`config.mk`:
```
export PLATFORM = sky130hd
export DESIGN_NAME = abb_queue
export DESIGN_NICKNAME = d
export VERILOG_FILES = /design/src/hw/rtl/abb_pkg.sv /design/src/hw/rtl/abb_queue.sv
export SDC_FILE = /design/constraint.sdc
export NUM_CORES = 1
export LEC_CHECK = 0
export BUFFER_PORTS_ARGS = -buffer_cell sky130_fd_sc_hd__buf_2
export CAP_MARGIN = 20
export CORE_ASPECT_RATIO = 1.2
export CORE_UTILIZATION = 35
export CTS_CLUSTER_DIAMETER = 30
export DETAILED_ROUTE_END_ITERATION = 8
export PLACE_DENSITY = 0.6
export SLEW_MARGIN = 20
export SYNTH_ARGS = -nofsm -noshare
export SYNTH_HDL_FRONTEND = slang
export SYNTH_SLANG_ARGS = --single-unit
```
`constraint.sdc`:
```
create_clock -name clk -period 3 [get_ports clk]
set_clock_uncertainty 0.2 [all_clocks]
set_input_delay 0.75 -clock clk [delete_from_list [all_inputs] [get_ports clk]]
set_output_delay 0.75 -clock clk [all_outputs]
set_load 0.05 [all_outputs]
```
`src/hw/rtl/abb_pkg.sv`:
```
// abb_pkg: shared types, constants and helper functions for the affine bounding box
// used by abb_front, abb_queue, abb_back and affine_bounding_box
`timescale 1ns / 1ps
`default_nettype none

package abb_pkg;

  localparam int unsigned FRAC_BITS   = 16;
  localparam int unsigned QUEUE_DEPTH = 4;
  localparam int unsigned QPTR_W      = $clog2(QUEUE_DEPTH);
  localparam int unsigned QCNT_W      = $clog2(QUEUE_DEPTH + 1);
  localparam int unsigned REG_IDX_W   = 3;

  localparam logic signed [31:0] S32_MAX = 32'sh7fff_ffff;
  localparam logic signed [31:0] S32_MIN = 32'sh8000_0000;

  typedef enum logic [REG_IDX_W-1:0] {
    REG_SCALE_X     = 3'd0,
    REG_SKEW_Y      = 3'd1,
    REG_SKEW_X      = 3'd2,
    REG_SCALE_Y     = 3'd3,
    REG_TRANSLATE_X = 3'd4,
    REG_TRANSLATE_Y = 3'd5
  } abb_reg_e;

  typedef struct packed {
    logic signed [31:0] scale_x;
    logic signed [31:0] skew_y;
    logic signed [31:0] skew_x;
    logic signed [31:0] scale_y;
  } abb_matrix_t;

  typedef struct packed {
    logic signed [31:0] translate_x;
    logic signed [31:0] translate_y;
  } abb_offset_t;

  // one mapped item as it travels from the front to the back
  typedef struct packed {
    logic signed [31:0] mx;
    logic signed [31:0] my;
    logic               present;
    logic               last;
  } abb_entry_t;

  typedef struct packed {
    logic signed [31:0] box_left;
    logic signed [31:0] box_top;
    logic signed [31:0] box_right;
    logic signed [31:0] box_bottom;
  } abb_box_t;

  function automatic logic signed [31:0] sat32(input logic signed [64:0] v);
    logic signed [31:0] r;
    if (v > 65'(S32_MAX)) begin
      r = S32_MAX;
    end else if (v < 65'(S32_MIN)) begin
      r = S32_MIN;
    end else begin
      r = v[31:0];
    end
    return r;
  endfunction

endpackage

`default_nettype wire

```
`src/hw/rtl/abb_queue.sv`:
```
// abb_queue: short fifo of mapped entries between front and back
// depends on abb_pkg
`timescale 1ns / 1ps
`default_nettype none

module abb_queue (
  input  wire logic                       clk,
  input  wire logic                       rst,
  input  wire logic                       push,
  input  wire abb_pkg::abb_entry_t        push_entry,
  input  wire logic                       pop,
  output      logic                       head_valid,
  output      abb_pkg::abb_entry_t        head,
  output      logic [abb_pkg::QCNT_W-1:0] count
);

  abb_pkg::abb_entry_t             slots [abb_pkg::QUEUE_DEPTH];
  logic [abb_pkg::QPTR_W-1:0]      wr_ptr;
  logic [abb_pkg::QPTR_W-1:0]      rd_ptr;

  assign head_valid = count != '0;
  assign head       = slots[rd_ptr];

  always_ff @(posedge clk) begin
    if (push) begin
      slots[wr_ptr] <= push_entry;
    end
  end

  always_ff @(posedge clk) begin
    if (rst) begin
      wr_ptr <= '0;
      rd_ptr <= '0;
      count  <= '0;
    end else begin
      if (push) begin
        wr_ptr <= wr_ptr + 1'b1;
      end
      if (pop) begin
        rd_ptr <= rd_ptr + 1'b1;
      end
      unique case ({push, pop})
        2'b10:   count <= count + 1'b1;
        2'b01:   count <= count - 1'b1;
        default: count <= count;
      endcase
    end
  end

`ifndef SYNTH
  a_no_overflow: assert property (@(posedge clk) disable iff (rst)
    push |-> (count != abb_pkg::QCNT_W'(abb_pkg::QUEUE_DEPTH)) || pop)
    else $error("queue push while full");

  a_no_underflow: assert property (@(posedge clk) disable iff (rst)
    pop |-> head_valid)
    else $error("queue pop while empty");
`endif

endmodule

`default_nettype wire

```
==> impl_metrics.env <==
export IMPL_num_io_pins=140
export IMPL_endpoint_kind="primary output"
export IMPL_status="completed"
export IMPL_drive_gt1_share_pct=49.0
export IMPL_synth_compound_area_share_pct=0.151
export IMPL_final_setup_tns_ps=0
export IMPL_start_util_pct=35.6
export IMPL_hpwlAfterDp_um=11300
export IMPL_slew_headroom_pct=74.1
export IMPL_crit_slowest_cell="mux4_2"
export IMPL_path_cells="buf_4 -> buf_16 -> mux4_2 -> clkbuf_4"
export IMPL_hold_violations=0
export IMPL_core_um2=27900
export IMPL_yosys_area_share_simple_pct=0.717
export IMPL_synthAdderAreaFrac_pct=0.830
export IMPL_crit_fanout=16
export IMPL_critical_path_max_stage_delay_ps=510
export IMPL_worstRegToRegCells=4
export IMPL_cts_sinks=273
export IMPL_h_tree_depth=2
export IMPL_num_vias=4701
export IMPL_placed_cells=906
export IMPL_grt_pass1_vias=5250
export IMPL_cp_data_arrival_time_ps=1980
export IMPL_vias_per_cell=4.69
export IMPL_hold_class="in2reg"
export IMPL_routed_wl_met2_um=10600
export IMPL_synthMuxAreaShare_pct=15.0
export IMPL_synth_top_family_by_area="multiplexers"
export IMPL_syn_area_um2=9950
export IMPL_holdPathStages=1
export IMPL_area_growth_syn_to_layout_pct=30.1
export IMPL_grt_max_degree=33
export IMPL_worstSkewPairLatency_ps=530
export IMPL_port_buffers=139
export IMPL_p_leak_nw=4.45
export IMPL_finalCriticalPeriod_ps=2930
export IMPL_fin_nets=661
export IMPL_fmax_mhz=341
export IMPL_n_fill_cell=2337
export IMPL_crit_buf_inv=3
export IMPL_drc=0
export IMPL_required_ps=2050
export IMPL_holdWs_ps=232
export IMPL_synthesis_nets=466
export IMPL_die_h_um=187
export IMPL_synth_seq_area_share_pct=81.5
export IMPL_final_cell_count_no_fill=1002
export IMPL_finalPower_mw=10.9
export IMPL_maxSlewViolCount=0
export IMPL_crit_cells=4
export IMPL_start_kind="flop"
export IMPL_antenna_found_initial=1
export IMPL_rows=67
export IMPL_die_w_um=156
export IMPL_placed_area_um2=11200
export IMPL_cts_tree="done"
export IMPL_tightest_slew_ps=388
export IMPL_synth_cell_types=19
export IMPL_peakVddDrop_mv=0.525
export IMPL_synth_seq_cells=273
export IMPL_track_usage_pct=13.4
export IMPL_gp_congestion=0.698
export IMPL_drtAntennaViolNets=0
export IMPL_clockRootBuffer="clkbuf_16"
export IMPL_multi_input_area_um2=1720
export IMPL_yosys_warnings=0
export IMPL_regArea_um2=8120
export IMPL_max_clock_path_buffers=3
export IMPL_syn_instance_count=390
export IMPL_dieArea_um2=29100
export IMPL_post_drt_wl_per_cell_um=19.3
export IMPL_p_per_area_nw_per_um2=839
export IMPL_routed_top_layer="met4"
export IMPL_setup_viol=0
export IMPL_drt_met1_wl_um=7160
export IMPL_finalCritPeriodShare_pct=97.6
export IMPL_drt_iter0_drc=203
export IMPL_grt_overflow=0
export IMPL_cts_buffers_inserted=47
export IMPL_synthXorXnorAreaFrac_pct=0.440
export IMPL_grt_pass1_wl_um=29100
export IMPL_maxCapViolCount=0
export IMPL_clkTransAtPathRegs_ps=50
export IMPL_cp_top_family="buffers and inverters"
export IMPL_syn_avg_cell_area_um2=25.5
export IMPL_routed_wl_met3_um=1130
export IMPL_wl_um=19300
export IMPL_path_class="reg2out"
export IMPL_design_area_um2=12900
export IMPL_drt_pass1_iter_count=4
export IMPL_hold_buffers=0
[where the power goes]
group / switching (mW) / internal (mW) / total (mW)
clock: 1.77 / 3.32 / 5.09
combinational: 0.896 / 0.441 / 1.34
sequential: 0.0533 / 4.38 / 4.44
total: 2.72 / 8.15 / 10.9
[final cells by class]
cell class              count  share of cell area, %
diodes                      1                 0.0193
clock buffers              53                   9.26
clock inverters            33                   2.69
inverters                   6                  0.174
multi-input cells          96                   13.3
flip-flops and latches    273                   62.7
well taps                 379                   3.66
repair buffers            161                   8.23
[per-layer routing]
layer,up-vias,GRT usage (%)
li1,2066,-
met2,144,24.3
met1,2459,14.5
met5,-,0
met4,0,5.47
met3,32,3.81
[worst reg2reg max path: stages (launching register included)]
cell	delay, ps
dfxtp_1	350
inv_1	100
ha_1	160
and2_4	370
buf_4	340
[flip-flops by register name, summed over array words and instances, names as in the netlist, named ones only]
| register | cells |
|---|---|
| slots | 264 |
| rd_ptr | 2 |
| wr_ptr | 2 |
| count | 3 |
[synthesized netlist by cell type]
cell / instances / area, um2
buf_4: 2 / 15.0
dfxtp_1: 9 / 180
o21ai_0: 1 / 5.00
or3_1: 2 / 12.5
xor2_1: 3 / 26.3
edfxtp_1: 264 / 7930
mux4_2: 66 / 1490
buf_2: 5 / 25.0
xnor2_1: 2 / 17.5
nand2_1: 1 / 3.75
ha_1: 5 / 62.6
inv_1: 6 / 22.5
a21oi_1: 2 / 10.0
clkbuf_1: 3 / 11.3
buf_6: 5 / 56.3
and2_1: 4 / 25.0
nor2_1: 8 / 30.0
mux2i_1: 1 / 10.0
fa_1: 1 / 20.0
[cells in the final DEF, fill, tap and decap left out, types with 2 or more instances in the layout]
cell type | netlist | layout
clkinv_2 | 0 | 4
ha_1 | 5 | 5
edfxtp_1 | 264 | 264
nor2_1 | 8 | 8
mux4_2 | 66 | 66
inv_6 | 0 | 7
clkbuf_1 | 3 | 6
buf_2 | 5 | 121
clkinvlp_4 | 0 | 6
or3_1 | 2 | 2
and2_4 | 0 | 4
bufinv_16 | 0 | 5
buf_12 | 0 | 6
clkbuf_16 | 0 | 48
buf_16 | 0 | 2
buf_6 | 5 | 5
xor2_1 | 3 | 3
a21oi_1 | 2 | 2
buf_4 | 2 | 24
dfxtp_4 | 0 | 2
clkinv_8 | 0 | 2
xnor2_1 | 2 | 2
inv_1 | 6 | 6
dfxtp_1 | 9 | 7
clkinv_1 | 0 | 8
[kinds of logic after synthesis]
family                     count (synthesis)
and+or+nand+nor                           15
DFF                                      273
buffers and inverters                     21
xor gates and xnor gates                   5
muxes                                     67
AOI/OAI and AO/OA                          3
adders and majority gates                  6
[path summary, 6_finish.rpt]
| kind | startpoint | endpoint | slack, ps |
|---|---|---|---|
| max | flop | head[65] | 70 |
| min | push_entry[2] | slots[1][2]$_DFFE_PP_ | 230 |
| max reg2reg | wr_ptr[0]$_SDFFE_PP0P_ | slots[2][40]$_DFFE_PP_ | 1150 |
| min reg2reg | count[2]$_SDFFE_PP0P_ | count[2]$_SDFFE_PP0P_ | 320 |
[stage by stage]
stage	setup slack [ps]	utilization [%]
2_1_floorplan	68.0	-
3_3_place_gp	454	40.2
3_5_place_dp	425	40.2
4_1_cts	-43.6	46.2
5_1_grt	-14.1	46.4
6_report	71.6	46.4
[what timing repair did]
action | 4_1_cts | 5_1_grt
gates resized for setup | 22 | 4
buffers inserted | 2 | 5
setup endpoints to repair | 58 | 52
cloned | 1 | 2
Note: power is estimated with default switching activity, not from simulation.
