<file path="config.mk">
export PLATFORM = sky130hd
export DESIGN_NAME = abb_back
export DESIGN_NICKNAME = d
export VERILOG_FILES = /design/src/hw/rtl/abb_pkg.sv /design/src/hw/rtl/abb_back.sv
export SDC_FILE = /design/constraint.sdc
export NUM_CORES = 1
export LEC_CHECK = 0
export BUFFER_PORTS_ARGS = -buffer_cell sky130_fd_sc_hd__clkbuf_2
export CAP_MARGIN = 20
export CORE_MARGIN = 1
export CORE_UTILIZATION = 25
export DETAILED_ROUTE_END_ITERATION = 16
export PLACE_DENSITY = 0.46
export SLEW_MARGIN = 20
export SYNTH_ARGS = -nofsm -noshare
export SYNTH_HDL_FRONTEND = slang
export SYNTH_SLANG_ARGS = --single-unit
</file>
<file path="constraint.sdc">
create_clock -name clk -period 8.2 [get_ports clk]
set_input_delay 1.64 -clock clk [delete_from_list [all_inputs] [get_ports clk]]
set_output_delay 1.64 -clock clk [all_outputs]
set_load 0.01 [all_outputs]
</file>
<file path="src/hw/rtl/abb_pkg.sv">
// abb_pkg: shared types, constants and helper functions for the affine bounding box
// used by abb_front, abb_queue, abb_back and affine_bounding_box
`timescale 1ns / 1ps
`default_nettype none

package abb_pkg;

  localparam int unsigned FRAC_BITS   = 16;
  localparam int unsigned QUEUE_DEPTH = 4;
  localparam int unsigned QPTR_W      = $clog2(QUEUE_DEPTH);
  localparam int unsigned QCNT_W      = $clog2(QUEUE_DEPTH + 1);
  localparam int unsigned REG_IDX_W   = 3;

  localparam logic signed [31:0] S32_MAX = 32'sh7fff_ffff;
  localparam logic signed [31:0] S32_MIN = 32'sh8000_0000;

  typedef enum logic [REG_IDX_W-1:0] {
    REG_SCALE_X     = 3'd0,
    REG_SKEW_Y      = 3'd1,
    REG_SKEW_X      = 3'd2,
    REG_SCALE_Y     = 3'd3,
    REG_TRANSLATE_X = 3'd4,
    REG_TRANSLATE_Y = 3'd5
  } abb_reg_e;

  typedef struct packed {
    logic signed [31:0] scale_x;
    logic signed [31:0] skew_y;
    logic signed [31:0] skew_x;
    logic signed [31:0] scale_y;
  } abb_matrix_t;

  typedef struct packed {
    logic signed [31:0] translate_x;
    logic signed [31:0] translate_y;
  } abb_offset_t;

  // one mapped item as it travels from the front to the back
  typedef struct packed {
    logic signed [31:0] mx;
    logic signed [31:0] my;
    logic               present;
    logic               last;
  } abb_entry_t;

  typedef struct packed {
    logic signed [31:0] box_left;
    logic signed [31:0] box_top;
    logic signed [31:0] box_right;
    logic signed [31:0] box_bottom;
  } abb_box_t;

  function automatic logic signed [31:0] sat32(input logic signed [64:0] v);
    logic signed [31:0] r;
    if (v > 65'(S32_MAX)) begin
      r = S32_MAX;
    end else if (v < 65'(S32_MIN)) begin
      r = S32_MIN;
    end else begin
      r = v[31:0];
    end
    return r;
  endfunction

endpackage

`default_nettype wire

</file>
<file path="src/hw/rtl/abb_back.sv">
// abb_back: running min/max of mapped points, translation and result register
// depends on abb_pkg; drains abb_queue and drives the master stream
`timescale 1ns / 1ps
`default_nettype none

module abb_back (
  input  wire logic                 clk,
  input  wire logic                 rst,
  input  wire logic                 head_valid,
  input  wire abb_pkg::abb_entry_t  head,
  output      logic                 pop,
  input  wire abb_pkg::abb_offset_t offset,
  output      logic                 m_axis_tvalid,
  input  wire logic                 m_axis_tready,
  output      abb_pkg::abb_box_t    box
);

  logic signed [31:0] least_x;
  logic signed [31:0] least_y;
  logic signed [31:0] greatest_x;
  logic signed [31:0] greatest_y;
  logic               any_seen;

  logic signed [31:0] least_x_next;
  logic signed [31:0] least_y_next;
  logic signed [31:0] greatest_x_next;
  logic signed [31:0] greatest_y_next;
  logic               any_seen_next;
  logic               out_free;
  abb_pkg::abb_box_t  box_next;

  assign out_free = !m_axis_tvalid || m_axis_tready;
  // a closing entry waits until the result register can take it
  assign pop = head_valid && (!head.last || out_free);

  always_comb begin
    least_x_next    = least_x;
    least_y_next    = least_y;
    greatest_x_next = greatest_x;
    greatest_y_next = greatest_y;
    any_seen_next   = any_seen || head.present;
    if (head.present) begin
      if (head.mx < least_x)    least_x_next    = head.mx;
      if (head.mx > greatest_x) greatest_x_next = head.mx;
      if (head.my < least_y)    least_y_next    = head.my;
      if (head.my > greatest_y) greatest_y_next = head.my;
    end
    if (any_seen_next) begin
      box_next.box_left   = abb_pkg::sat32(65'(least_x_next) + 65'(offset.translate_x));
      box_next.box_top    = abb_pkg::sat32(65'(least_y_next) + 65'(offset.translate_y));
      box_next.box_right  = abb_pkg::sat32(65'(greatest_x_next) + 65'(offset.translate_x));
      box_next.box_bottom = abb_pkg::sat32(65'(greatest_y_next) + 65'(offset.translate_y));
    end else begin
      box_next = '0;
    end
  end

  always_ff @(posedge clk) begin
    if (rst) begin
      least_x    <= abb_pkg::S32_MAX;
      least_y    <= abb_pkg::S32_MAX;
      greatest_x <= abb_pkg::S32_MIN;
      greatest_y <= abb_pkg::S32_MIN;
      any_seen   <= 1'b0;
    end else if (pop) begin
      if (head.last) begin
        least_x    <= abb_pkg::S32_MAX;
        least_y    <= abb_pkg::S32_MAX;
        greatest_x <= abb_pkg::S32_MIN;
        greatest_y <= abb_pkg::S32_MIN;
        any_seen   <= 1'b0;
      end else begin
        least_x    <= least_x_next;
        least_y    <= least_y_next;
        greatest_x <= greatest_x_next;
        greatest_y <= greatest_y_next;
        any_seen   <= any_seen_next;
      end
    end
  end

  always_ff @(posedge clk) begin
    if (rst) begin
      m_axis_tvalid <= 1'b0;
    end else if (pop && head.last) begin
      m_axis_tvalid <= 1'b1;
    end else if (m_axis_tready) begin
      m_axis_tvalid <= 1'b0;
    end
  end

  always_ff @(posedge clk) begin
    if (pop && head.last) begin
      box <= box_next;
    end
  end

`ifndef SYNTH
  a_result_from_close: assert property (@(posedge clk) disable iff (rst)
    $rose(m_axis_tvalid) |-> $past(pop && head.last))
    else $error("result raised without a closing entry");

  a_clear_after_close: assert property (@(posedge clk) disable iff (rst)
    (pop && head.last) |=> !any_seen && (least_x == abb_pkg::S32_MAX))
    else $error("running box not cleared after close");
`endif

endmodule

`default_nettype wire

</file>
==> impl_metrics.py, run 1 <==
metrics = {
    "synth": {
        "ys_ff_latch": 258,
        "async_flop_share_pct": 0,
        "yosysWarnings": 0,
        "synthDistinctLibCells": 79,
        "synth_nets": 2811,
        "syn-instance-count": 2419,
        "synth_top_area_cell": "edfxtp_1",
        "yosysSeqAreaShare_pct": 31.0,
        "syn-cell-area_sq_mm": 0.0208,
        "synth_edf_count": 128,
        "yosys.area.top_type_share_pct": 18.5,
        "yosys-top-cells-area": "edfxtp_1 19%, ha_1 15%, dfxtp_1 13%",
        "syn_avg_cell_area_sq_um": 8.59,
        "yosys_most_used_dff": "dfxtp_1",
    },
    "global_route": {
        "grt_antenna_before_repair": 3,
        "grtUsageTotal_pct": 17.5,
        "grt_pass1_wl_um": 113000,
        "grt_pass1_vias": 18342,
        "grt_max_degree": 72,
        "overflow": 0,
    },
    "placed_design": {
        "placed_cells": 3671,
        "place_congestion": 0.903,
        "dpl_cell_area_sq_mm": 0.0233,
        "dp_hpwl_um": 59900,
        "port_buffers": 263,
        "place_ws_ps": 124,
    },
    "power_and_ir_drop": {
        "p_per_area_mw_per_mm2": 205,
        "vdd_drop_max_mv": 0.124,
        "p_sw_mw": 1.87,
        "switching_share_pct": 37.2,
        "seqPwrFrac_pct": 30.9,
        "internal-power_mw": 3.16,
        "p_comb_share_pct": 37.4,
        "pwr-share-clk_pct": 31.7,
        "p_leak_nw": 10.8,
    },
    "cells_and_area": {
        "register_area_sq_mm": 0.00645,
        "nNetsFinal": 3032,
        "drive_gt1_share_pct": 17.5,
        "antennaDiodeCount": 0,
        "design_area_sq_mm": 0.0245,
        "multi_input_area_sq_mm": 0.0133,
        "num-fill-cells": 8789,
        "syn_to_final_growth_pct": 17.9,
        "stdcell_count": 3737,
    },
    "clocking": {
        "cts-buffers-inserted": 37,
        "cts_resized": 0,
        "cts.sinks": 258,
        "cts_hold_buf": 0,
        "max-clock-path-buffers": 3,
        "clock_latency_ps": 560,
        "clk_pin_slew_worst_paths_ps": 60,
        "htree_levels": 2,
        "cts_tree": "done",
        "clock-root-buffer": "clkbuf_16",
        "post-cts-setup-buffer-count": 0,
    },
    "sta": {
        "finalCritPeriodShare_pct": 90.7,
        "fin_skew_ps": 39.2,
        "fmax_ghz": 0.134,
        "slew_violations": 0,
        "worst_pin_slew_ps": 1040,
        "max_slew_margin_pct": 30.8,
        "rsz0062_at_grt": "false",
        "period_minus_slack_ps": 7440,
        "setup_viol": 0,
        "hold-worst-slack_ps": 486,
        "hold_violations": 0,
        "setup_tns_ps": 0,
        "layout_setup_ws_ps": 759,
    },
    "die": {
        "start_util_pct": 25.3,
        "die_y_um": 290,
        "die_w_um": 290,
        "io_pins": 264,
        "core_area_sq_mm": 0.0821,
        "dieArea_sq_mm": 0.0842,
        "rows": 105,
    },
    "critical_path": {
        "critPathSlowestCell": "mux2_2",
        "cp-start-kind": "input pin",
        "cp_max_fo": 25,
        "cp.arrival_ps": 7800,
        "required_ps": 8560,
        "r2r_slack_ps": 1620,
        "endpoint_kind": "register",
        "worst-setup-path-type": "in -> reg",
        "path_cells": "clkbuf_2 > ha_1 > nand4_1 > nor3_1 > o21ai_0 > o211ai_1 > a221oi_1 > mux2_2 > buf_4 > mux2_2 > ha_1 > nand2_1 > nor4_1 > nand4_1 > a21oi_1 > o21ai_0 > nand4_1 > mux2_2 > o21ai_1 > o21ai_0",
        "slowest_delay_ps": 610,
    },
    "route": {
        "firstDrtPassIters": 6,
        "wl_met3_um": 3760,
        "antenna_left": 0,
        "drc": 0,
        "via_count": 18819,
        "vias_per_cell": 5.04,
        "met1Wirelength_um": 32900,
        "wl_um": 75600,
        "dr.max_layer_used": "met5",
        "drtIter0Drc": 1271,
        "post_drt_wl_per_cell_um": 20.2,
        "wl_met2_um": 36200,
    },
    "worst_hold_path": {
        "hold_path.class": "reg -> reg",
    },
    "run": {
        "drv_cap": 0,
    },
    "run_status": {
        "status": "finished, final reports clean",
    },
}
==> through the flow <==
step | total power, mW | utilization [%]
2_1_floorplan | 2.86 | -
3_3_place_gp | 3.48 | 28.4
3_5_place_dp | 3.46 | 28.4
4_1_cts | 5.10 | 29.8
5_1_grt | 5.34 | 29.8
6_report | 5.03 | 29.8
==> power groups by stage <==
stage / registers (mW) / logic (mW) / clock network [mW]
finish: 1.55 / 1.88 / 1.60
global route: 1.56 / 2.09 / 1.68
CTS: 1.56 / 1.89 / 1.65
detailed placement: 1.58 / 1.87 / 0
global placement: 1.58 / 1.89 / 0
floorplan: 1.60 / 1.25 / 0
==> final cells by class <==
| cell class | count | share of cell area [%] |
|---|---|---|
| well taps | 1070 | 5.47 |
| flip-flops and latches | 258 | 26.3 |
| inverters | 169 | 2.59 |
| repair buffers | 300 | 6.56 |
| multi-input cells | 1874 | 54.3 |
| clock buffers | 42 | 3.86 |
| clock inverters | 24 | 0.858 |
==> state kept, by name, summed over array words and instances, names as in the netlist <==
register,count
any_seen,1
box,128
greatest_x,32
greatest_y,32
least_x,32
least_y,32
m_axis_tvalid,1
==> cell usage in the layout (no fill, tap or decap), types with 88 or more instances in the layout <==
cell type,count
a21oi_1,221
ha_1,254
dfxtp_1,130
edfxtp_1,128
nor2_1,88
o21ai_0,178
clkbuf_2,263
a21o_1,118
inv_1,168
nand2_1,260
==> worst paths after layout <==
path,start,end,cells after the start
setup / recovery,head[7],box[28],20
hold / removal,greatest_x[30],greatest_x[30],2
setup reg to reg,greatest_y[15],box[28],20
hold reg to reg,greatest_x[30],greatest_x[30],2
==> per-layer routing <==
metal	vias to the layer above	GRT usage [%]
met5	-	0
met4	6	6.21
met3	108	2.79
met2	489	30.0
met1	8823	22.1
li1	9393	-
==> cell usage after synthesis (all sizes together) (9+ instances only) <==
master  instances
a21oi         224
a21o          118
xnor2          55
nand3          69
a31oi          29
buf            30
or2             9
and3           24
a211oi         23
nor2b          16
edfxtp        128
inv           169
a22o           32
xor2           46
nand2         260
o21a           25
ha            254
mux2           66
dfxtp         130
o21bai         11
nor2           90
clkbuf         88
o31ai          15
o211ai         81
nor3           27
nand2b         15
nand4          46
and2           10
o21ai         207
a221oi          9
==> cell families (layout without fill, tap and decap cells) <==
logic type / after synthesis / count (layout) / share of synthesized area (%)
adders and majority gates: 261 / 261 / 15.8
buffers and inverters: 287 / 535 / 5.40
DFF: 258 / 258 / 31.0
and+or+nand+nor: 595 / 595 / 13.3
muxes: 69 / 69 / 3.72
AOI/OAI and AO/OA: 848 / 848 / 26.5
xor gates and xnor gates: 101 / 101 / 4.26
==> critical path, delay by kind of cell <==
| family | cells | cell delay [ps] |
|---|---|---|
| multiplexers | 3 | 1550 |
| AND/OR/NAND/NOR | 6 | 1570 |
| adder cells (fa/ha/maj) | 2 | 730 |
| buffers and inverters | 2 | 500 |
| AO/OA/AOI/OAI | 7 | 1800 |
Power figures use the tool's default switching activity.
==> run 2, diff against run 1 <==
Settings changed: CORE_UTILIZATION 25 to 60, CTS_BUF_LIST set to sky130_fd_sc_hd__clkbuf_8 sky130_fd_sc_hd__clkbuf_16, PLACE_DENSITY 0.46 to 0.87.
==> run 2 against run 1 <==
  * Worst setup slack worse by 41 ps
  * Register-to-register slack worse by 40 ps
  * Power is 7.4% lower
  * Flip-flop and latch count stayed put
  * Routed wire length is 16% lower
  * Sequential power hardly changed
  * Sequential share of layout area is 1.2 points higher
  * Clock skew is 28 ps lower
  * Count of clock-buffer cells in the layout is 13 lower
  * Via count is 5.3% higher
  * Worst hold slack better by 6.5 ps
  * Clock power is 22% lower
  * Critical path type unchanged
  * Largest power group unchanged
==> impl_metrics.py, run 2 (synthesis results as in run 1) <==
metrics = {
    "worst_hold_path": {
        "hold_depth": 2,
        "hold_path.class": "reg -> reg",
        "min_to": "greatest_x[1]",
        "hp-start": "greatest_x[1]",
    },
    "sta": {
        "hold_violations": 0,
        "slew_violations": 0,
        "worst_pin_slew_ps": 921,
        "fmax_ghz": 0.134,
        "setup_tns_ps": 0,
        "rsz0062_at_grt": "false",
        "finalCritPeriodShare_pct": 91.2,
        "setup_viol": 0,
        "fin_skew_ps": 10.9,
        "period_minus_slack_ps": 7480,
        "max_slew_margin_pct": 38.6,
    },
    "clocking": {
        "clock_latency_ps": 570,
        "cts_resized": 0,
        "cts_tree": "done",
        "htree_levels": 1,
        "clk_pin_slew_worst_paths_ps": 60,
        "max-clock-path-buffers": 3,
        "post-cts-setup-buffer-count": 0,
        "cts_hold_buf": 0,
        "cts-buffers-inserted": 29,
        "clock-root-buffer": "clkbuf_16",
        "cts.sinks": 258,
    },
    "route": {
        "post_drt_wl_per_cell_um": 20.4,
        "drc": 0,
        "wl_um": 63200,
        "antenna_left": 0,
        "drtIter0Drc": 1353,
        "via_count": 19818,
        "firstDrtPassIters": 7,
        "vias_per_cell": 6.40,
    },
    "critical_path": {
        "r2r-end": "box[23]",
        "r2r_start": "greatest_y[1]",
        "cp.arrival_ps": 7770,
        "r2r_slack_ps": 1580,
        "cp-start-kind": "input pin",
        "required_ps": 8490,
        "cp_max_fo": 38,
        "endpoint_kind": "register",
        "reg2reg_depth": 20,
        "worst-setup-path-type": "in -> reg",
    },
    "cells_and_area": {
        "nNetsFinal": 3016,
        "fin_util_pct": 69.2,
        "stdcell_count": 3096,
        "syn_to_final_growth_pct": 12.6,
        "regMostFlops": "box",
        "drive_gt1_share_pct": 16.7,
        "final_cell_mix": "263 x clkbuf_2, 260 x nand2_1, 254 x ha_1",
        "final_common_cell": "clkbuf_2",
        "largest_reg_flops": 128,
    },
    "placed_design": {
        "place_congestion": 1.01,
        "port_buffers": 263,
        "dp_hpwl_um": 48600,
        "placed_cells": 3041,
    },
    "global_route": {
        "grt_antenna_before_repair": 2,
        "overflow": 0,
        "grt_max_degree": 66,
        "grt_pass1_vias": 18865,
        "grt_pass1_wl_um": 99000,
        "grtUsageTotal_pct": 35.0,
    },
    "die": {
        "core_area_sq_mm": 0.0338,
        "rows": 67,
        "io_pins": 264,
        "die_y_um": 188,
        "start_util_pct": 61.5,
        "die_w_um": 188,
        "dieArea_sq_mm": 0.0354,
    },
    "run": {
        "drv_cap": 0,
    },
    "power_and_ir_drop": {
        "vdd_drop_max_mv": 0.202,
        "finalPower_mw": 4.65,
        "p_leak_nw": 10.7,
        "p_per_area_mw_per_mm2": 199,
    },
    "run_status": {
        "status": "finished, final reports clean",
    },
}
run 2: changes by cell type in the layout (fill, tap and decap cells not counted), sizes merged:
| cell | change |
|---|---|
| clkinv | -6 |
| bufinv | -1 |
| clkinvlp | +1 |
| diode | +2 |
| buf | -8 |
| inv | +6 |
| clkbuf | -13 |
run 2: worst max-delay path by stage:
stage          endpoint  cells after the start      from  slack (ps)
6_report        box[23]                     20   head[3]         720
5_1_grt         box[23]                     20   head[7]         490
4_1_cts         box[23]                     20   head[3]         870
3_5_place_dp    box[23]                     20   head[7]         320
3_3_place_gp    box[13]                     20   head[7]         570
2_1_floorplan  box[112]                     21  head[65]        1650
run 2: where the power goes:
group	internal [mW]	total (mW)	switching [mW]
Sequential	1.51	1.54	0.0352
Clock	0.699	1.25	0.551
Combinational	0.723	1.86	1.14
run 2: routing by layer:
metal / GRT usage (%) / routed length [um]
met1: 44.5 / 25400
met2: 59.2 / 29900
met3: 4.15 / 4880
met4: 16.5 / 2990
met5: 0 / 0
run 2: worst max-delay path, cell delays in order:
cell,delay [ps]
clkbuf_2,150
ha_1,320
nor2b_1,130
o21a_1,160
o21a_1,190
o21ai_0,190
o211ai_1,150
a221oi_1,410
mux2_2,860
mux2_2,450
ha_1,380
a21o_1,140
nand2_1,80
a31oi_1,390
a31oi_1,240
o31a_1,420
o21ai_1,310
mux2_2,600
o21ai_1,340
o21ai_0,190
run 2: final cells by class:
cell class	instances	area, sq um
Sequential cell	258	6450
Antenna cell	2	5.00
Clock inverter	24	160
Fill cell	2680	10400
Inverter	169	634
Timing Repair Buffer	292	1560
Tap cell	448	561
Clock buffer	29	726
Multi-Input combinational cell	1874	13300
run 2: metrics by stage:
step	cell area, sq um	hold slack, ps	setup slack (ps)
3_5_place_dp	22500	476	322
4_1_cts	23400	494	865
3_3_place_gp	22500	466	567
5_1_grt	23400	507	494
6_report	23400	493	718
2_1_floorplan	20800	459	1650
